## config.mk

```make
export PLATFORM = sky130hd
export DESIGN_NAME = vpp_queue
export DESIGN_NICKNAME = d
export VERILOG_FILES = /design/src/rtl/vpp_pkg.sv /design/src/rtl/vpp_queue.sv
export VERILOG_INCLUDE_DIRS = /design/src /design/src/rtl
export SDC_FILE = /design/constraint.sdc
export NUM_CORES = 1
export LEC_CHECK = 0
export ABC_AREA = 1
export BUFFER_PORTS_ARGS = -buffer_cell sky130_fd_sc_hd__buf_4
export CAP_MARGIN = 20
export CORE_MARGIN = 2
export CORE_UTILIZATION = 50
export CTS_BUF_LIST = sky130_fd_sc_hd__clkbuf_2 sky130_fd_sc_hd__clkbuf_4 sky130_fd_sc_hd__clkbuf_8
export CTS_CLUSTER_SIZE = 12
export DETAILED_ROUTE_END_ITERATION = 16
export PLACE_DENSITY = 0.77
export SYNTH_ARGS = -nofsm -noshare
export SYNTH_HDL_FRONTEND = slang
export SYNTH_SLANG_ARGS = --single-unit
```

## constraint.sdc

```tcl
create_clock -name clk -period 11.51 [get_ports clk]
set_clock_uncertainty 0.15 [all_clocks]
set_input_delay 0.5755 -clock clk [delete_from_list [all_inputs] [get_ports clk]]
set_output_delay 0.5755 -clock clk [all_outputs]
set_load 0.03 [all_outputs]
```

## src/rtl/vertex_perspective_projection_unit_defines.svh

```systemverilog
// Assertion macros shared by the view queue and the back part.
// Each use needs clk and rst_n in scope.
`ifndef VERTEX_PERSPECTIVE_PROJECTION_UNIT_DEFINES_SVH
`define VERTEX_PERSPECTIVE_PROJECTION_UNIT_DEFINES_SVH

// Check a consequence in the same cycle as its cause.
`define VPP_ASSERT_NOW(lbl, ante, cons, msg) \
    lbl: assert property (@(posedge clk) disable iff (!rst_n) (ante) |-> (cons)) \
        else $error(msg);

// Check a consequence in the cycle after its cause.
`define VPP_ASSERT_NEXT(lbl, ante, cons, msg) \
    lbl: assert property (@(posedge clk) disable iff (!rst_n) (ante) |=> (cons)) \
        else $error(msg);

`endif

```

## src/rtl/vpp_pkg.sv

```systemverilog
package vpp_pkg;

    // Port and register widths
    localparam int WORLD_W   = 32;
    localparam int ROT_W     = 16;
    localparam int FOC_W     = 32;
    localparam int SCR_W     = 32;
    localparam int DEPTH_W   = 31;
    localparam int CFG_W     = 32;
    localparam int CFG_IDX_W = 3;

    // Rotation datapath widths
    localparam int DIFF_W  = WORLD_W + 1;
    localparam int UQ_W    = ROT_W + 1;
    localparam int FRAC_W  = 14;
    localparam int PA_W    = UQ_W + DIFF_W;
    localparam int TD_W    = PA_W + 1;
    localparam int T_SH    = FRAC_W - 1;
    localparam int T_W     = TD_W - T_SH;
    localparam int PB_W    = UQ_W + T_W;
    localparam int ACC_W   = PB_W + 2;
    localparam int VIEW_W  = ACC_W - FRAC_W;

    // Projection datapath widths
    localparam int DIV_W   = VIEW_W;
    localparam int QB_W    = 34;
    localparam int MAG_LO_W = 32;
    localparam int PLO_W   = MAG_LO_W + FOC_W;
    localparam int PHI_W   = DIV_W - MAG_LO_W + FOC_W;
    localparam int NUM_W   = DIV_W + FOC_W;
    localparam int SUM_W   = QB_W + 3;
    localparam int HI_W    = NUM_W - QB_W;

    // Projection pipeline depth: sign split, multiply, dividend, one stage per quotient bit
    localparam int B_STG   = QB_W + 3;

    // Screen geometry and constants
    localparam int SCREEN_WIDTH  = 320;
    localparam int SCREEN_HEIGHT = 240;
    localparam int HALF_SCALE    = 32768;
    localparam int DEPTH_MIN     = 66;
    localparam logic signed [SUM_W-1:0] HALF_X = SUM_W'(SCREEN_WIDTH * HALF_SCALE);
    localparam logic signed [SUM_W-1:0] HALF_Y = SUM_W'(SCREEN_HEIGHT * HALF_SCALE);
    localparam logic signed [SCR_W-1:0] SCR_MAX = {1'b0, {(SCR_W-1){1'b1}}};
    localparam logic signed [SCR_W-1:0] SCR_MIN = {1'b1, {(SCR_W-1){1'b0}}};

    // Queue between front and back
    localparam int MQ_DEPTH = 4;
    localparam int MQ_PTR_W = 2;
    localparam int MQ_CNT_W = 3;

    // Output queue of the back part
    localparam int OQ_DEPTH = 2;
    localparam int OQ_PTR_W = 1;
    localparam int OQ_CNT_W = 2;

    // Register reset values
    localparam logic [WORLD_W-1:0] CAM_RESET   = '0;
    localparam logic [ROT_W-1:0]   ROT_W_RESET = 16'd16384;
    localparam logic [ROT_W-1:0]   ROT_RESET   = '0;
    localparam logic [FOC_W-1:0]   FOC_RESET   = 32'd8388608;

    typedef enum logic [CFG_IDX_W-1:0] {
        REG_CAM_X,
        REG_CAM_Y,
        REG_CAM_Z,
        REG_ROT_W,
        REG_ROT_X,
        REG_ROT_Y,
        REG_ROT_Z,
        REG_FOCAL
    } cfg_reg_t;

    typedef struct packed {
        logic signed [WORLD_W-1:0] cam_x;
        logic signed [WORLD_W-1:0] cam_y;
        logic signed [WORLD_W-1:0] cam_z;
        logic signed [ROT_W-1:0]   rot_w;
        logic signed [ROT_W-1:0]   rot_x;
        logic signed [ROT_W-1:0]   rot_y;
        logic signed [ROT_W-1:0]   rot_z;
    } cam_cfg_t;

    typedef struct packed {
        logic signed [VIEW_W-1:0] x;
        logic signed [VIEW_W-1:0] y;
        logic signed [VIEW_W-1:0] z;
    } view_t;

endpackage

```

## src/rtl/vpp_queue.sv

```systemverilog
module vpp_queue
    import vpp_pkg::*;
(
    input  logic  clk,
    input  logic  rst_n,
    input  logic  wr,
    input  view_t wr_data,
    output logic  full,
    input  logic  rd,
    output view_t rd_data,
    output logic  empty
);

    `include "vertex_perspective_projection_unit_defines.svh"

    view_t                mem [MQ_DEPTH];
    logic [MQ_PTR_W-1:0] wr_ptr_reg;
    logic [MQ_PTR_W-1:0] wr_ptr_next;
    logic [MQ_PTR_W-1:0] rd_ptr_reg;
    logic [MQ_PTR_W-1:0] rd_ptr_next;
    logic [MQ_CNT_W-1:0] count_reg;
    logic [MQ_CNT_W-1:0] count_next;

    assign full    = (count_reg == MQ_CNT_W'(MQ_DEPTH));
    assign empty   = (count_reg == '0);
    assign rd_data = mem[rd_ptr_reg];

    // Advance pointers and occupancy
    always_comb
    begin
        wr_ptr_next = wr_ptr_reg;
        rd_ptr_next = rd_ptr_reg;
        count_next  = count_reg;
        if (wr)
        begin
            wr_ptr_next = wr_ptr_reg + 1'b1;
        end
        if (rd)
        begin
            rd_ptr_next = rd_ptr_reg + 1'b1;
        end
        if (wr && !rd)
        begin
            count_next = count_reg + 1'b1;
        end
        else if (rd && !wr)
        begin
            count_next = count_reg - 1'b1;
        end
    end

    always_ff @(posedge clk or negedge rst_n)
    begin
        if (!rst_n)
        begin
            wr_ptr_reg <= '0;
            rd_ptr_reg <= '0;
            count_reg  <= '0;
        end
        else
        begin
            wr_ptr_reg <= wr_ptr_next;
            rd_ptr_reg <= rd_ptr_next;
            count_reg  <= count_next;
        end
    end

    // Store incoming views
    always_ff @(posedge clk)
    begin
        if (wr)
        begin
            mem[wr_ptr_reg] <= wr_data;
        end
    end

    `VPP_ASSERT_NOW(a_mq_no_overflow, wr, !full || rd, "view queue written while full")
    `VPP_ASSERT_NOW(a_mq_no_underflow, rd, !empty, "view queue read while empty")
    `VPP_ASSERT_NEXT(a_mq_count_up, wr && !rd, count_reg == $past(count_reg) + 1'b1,
                     "view queue count did not grow on write")

endmodule

```

======== After elaboration in Yosys (flattened, before gate mapping) ========
Memory sizes are Yosys's and may differ from the RTL's.
Index checks and enable logic that the tools add are counted.
operators by class
  $add $sub $neg .......................... 4
  equality and inequality tests ........... 1
  muxes and demuxes ....................... 4
  reductions and logical operators ........ 6
operators with widths
  kind                                              number
  2-to-1 mux 3 bit                                  2
  adder 2 x 1 -> 2 bit, second input constant       2
  adder 3 x 1 -> 3 bit, second input constant       1
  == test 3 bit, second input constant              1
  zero test 3 bit                                   1
  subtractor 3 x 1 -> 3 bit, second input constant  1
  logical AND 1 bit                                 2
  zero test 1 bit                                   2
  2-to-1 mux 1 bit                                  2
  nonzero test 2 bit                                1
word-level totals
  flip-flop bits (word level) ............. 7
  memory bits (writable) .................. 516
  bits of input ports ..................... 133
  output and inout port bits .............. 131
  word-level logic and storage cells ...... 19
  memories kept ........................... 1
memory list
  memory  depth  width  rd ports  clocked after Yosys merged registers in  write ports  line             text
  mem     4      129    1         0                                        1            vpp_queue.sv:16  view_t mem [MQ_DEPTH];

======== Logic depth before layout (Yosys ltp) ========
  depth in word-level cells ............... 4
  gate-level depth with buffers ........... 9
  depth with buffers taken out ............ 9

======== Worst setup path after synthesis ========
Ideal clock, no wire load.
  path kind ............................... input -> register
  from .................................... input port wr
  to ...................................... memory mem[0][0] (netlist name) (enable)
  setup time .............................. 482 ps
  arrival time ............................ 3362 ps
  required time ........................... 10878 ps
  path slack .............................. 7516 ps
  cell stages on the path ................. 3
  path buffers ............................ 1
  cell sequence ........................... clkbuf_1 > nand2_1 > inv_1
on the way
  word-level cells in the longest chain between the ends .. 2
RTL lines
  item                                    line             text
  from (decl)                             vpp_queue.sv:6   input logic wr,
  2-to-1 mux 1 bit                        vpp_queue.sv:71  if (wr)
  2-to-1 mux 1 bit (implied by the code)  vpp_queue.sv:73  mem[wr_ptr_reg] <= wr_data;
  to (decl)                               vpp_queue.sv:16
No other way between the ends.

==> results.ini <==
[outcome]
status=finished clean

[layout]
area_growth_pct=25.0
utilization_pct=63.4
drive_above_1_share_pct=25.5
fill_cells=2910
nets=2095
largest_register_ffs=516

[hold_path]
hold_path.class=input pin to async pin

[yosys]
synth_compound_area_share_pct=11.5
synth_top_area_cell=edfxtp_1
synth.most_common_cell=edfxtp_1
synthAdderAreaFrac_pct=0.388
synthArstFlopShare_pct=1.34
synthTopCellsByCount=edfxtp_1 (516), nand2_1 (400), inv_1 (269)
syn_nets=1692
synth-edff-count=516
synth-warning-count=0
synth-xor-area-share_pct=0.165
synth_mux_area_share_pct=0
synth_top_cell_area_share_pct=72.9
synth_area_leaders=edfxtp_1 (73%), nand2_1 (7.1%), o211ai_2 (5.9%)
synth.avg_cell_area_um2=13.7
ys_ff_latch=523
synth_cells=1553
synthFlopType=edfxtp_1
yosysSeqAreaShare_pct=73.7
synth_top_family_by_area=compound AO/OA/AOI/OAI gates
synth_area_mm2=0.0213
synth_cell_type_count=19
yosys.area_share.simple_pct=7.16

[place]
dp_hpwl_um=25600
gp_congestion=0.767
port_buffers=263

[power]
ir_worst_vdd_v=0.000229
finalPower_w=0.00723
p_per_area_mw_per_mm2=272
leakagePower_nw=10.7

[drt]
route.vias.total=13200
routed_wl_um=46200
via_per_inst=5.13
firstDrtPassIters=5
drtIter0Drc=967
wl_per_cell_um=18.0
drc_errors=0
ant_nets=0

[cts]
cts_tree=done
cts_sinks=523
cts_made_buffers=84
clk_pin_slew_ns=0.06
clk_latency_ns=0.62
cts_setup_buffers=0
clk_path_buf_depth=3
h-tree-depth=3
ctsRootBufferMaster=clkbuf_8

[die]
die_y_um=210
rows=75
start_util_pct=50.7
core_region_area_mm2=0.0419
die_w_um=210
die_area_mm2=0.0442
ios=264

[run]
drv_cap=0

[setup_path]
cp_common_cell=buf_4
reg2reg_to=rd_ptr_reg[1]
path_class=register to output pin
end_kind=output pin
cp_cell_sequence=inv_6, buf_4, o211ai_1, nand2_1, buf_4
critPathBufInv=3
worstReg2RegStart=rd_ptr_reg[1]
r2r_slack_ns=8.53
cp.arrival_ns=3.67
crit_start=rd_ptr_reg[1]
cpMaxStageDelayCell=buf_4
path_delay_family=buffers and inverters
cp-start-kind=register
rr_worst_depth=3
slowest_delay_ns=0.85
cp_max_fo=71
worstPathRequired_ns=10.78

[global_routing]
grt_antenna_before_repair=3
grt_max_degree=216
grt_usage_pct=20.9
grt_overflow_total=0
grt_pass1_wl_um=72000
grt_pass1_vias=13500

[timing]
slew_violations=0
worstMarginPinSlew_ns=1.13
rsz0062_at_grt=no
setup_total_negative_slack_ns=0
hold_viol_final=0
period_needed_ns=4.40
fin_crit_sh_pct=38.2
finalSetupViolations=0
timing.fmax_ghz=0.227
relSlewSlack_pct=24.8

==> what timing repair did <==
action	CTS	global route
endpoints found under the setup margin	0	0
hold endpoints to repair	525	0
hold buffers	132	0
resized for setup	0	0
==> worst max path at each step <==
stage	endpoint	depth (start not counted)
2_1_floorplan	mem[0][0]	3
3_3_place_gp	rd_data[111]	5
3_5_place_dp	rd_data[101]	5
4_1_cts	rd_data[113]	5
5_1_grt	rd_data[113]	5
6_report	rd_data[104]	5
==> logic make-up after synthesis <==
kind of cell / after synthesis
DFF: 523
and+or+nand+nor: 404
buffers and inverters: 357
AOI/OAI and AO/OA: 259
adders and majority gates: 6
xor gates and xnor gates: 4
==> routing by layer <==
layer	wire length, um	GRT usage, %	part of all wire, %	up-vias
li1	-	-	-	6238
met1	19300	27.1	42	6357
met2	22700	34.9	49	487
met3	3180	4.72	6.9	81
met4	1060	7.63	2.3	2
met5	13	0	0.028	-
==> placed cells by master (no fill, tap or decap), types with 8 or more instances in the layout <==
master         count
edfxtp_1         516
nand2_1          400
buf_4            269
inv_1            265
o211ai_1         158
dlygate4sd3_1    132
o211ai_2         100
clkbuf_8          85
clkbuf_4          21
clkinv_2          17
clkinv_1          16
inv_6              8
==> through the flow <==
stage	instance area [um^2]	cells	worst slack [ns]	hold WS (ns)
6_report	26600	2564	7.11	0.159
5_1_grt	26600	2563	6.86	0.140
4_1_cts	26600	2561	7.00	0.0808
3_5_place_dp	23500	2276	7.73	0.246
3_3_place_gp	23500	2276	7.80	0.244
2_1_floorplan	21300	1553	7.52	0.130
==> report_power, final <==
part           internal (W)  switching (W)
sequential          0.00250       0.000161
clock              0.000880       0.000728
combinational      0.000950        0.00201
==> final cells by class <==
class	count	area (um^2)	area share [%]
timing repair buffer	404	3410	12.8
tap	539	674	2.54
clock inverter	47	374	1.41
clock buffer	106	1330	4.99
multi-input combinational	673	4080	15.4
sequential	523	15700	59.0
inverter	270	1040	3.91
antenna	2	5.00	0.0188
Power figures use the tool's default switching activity.
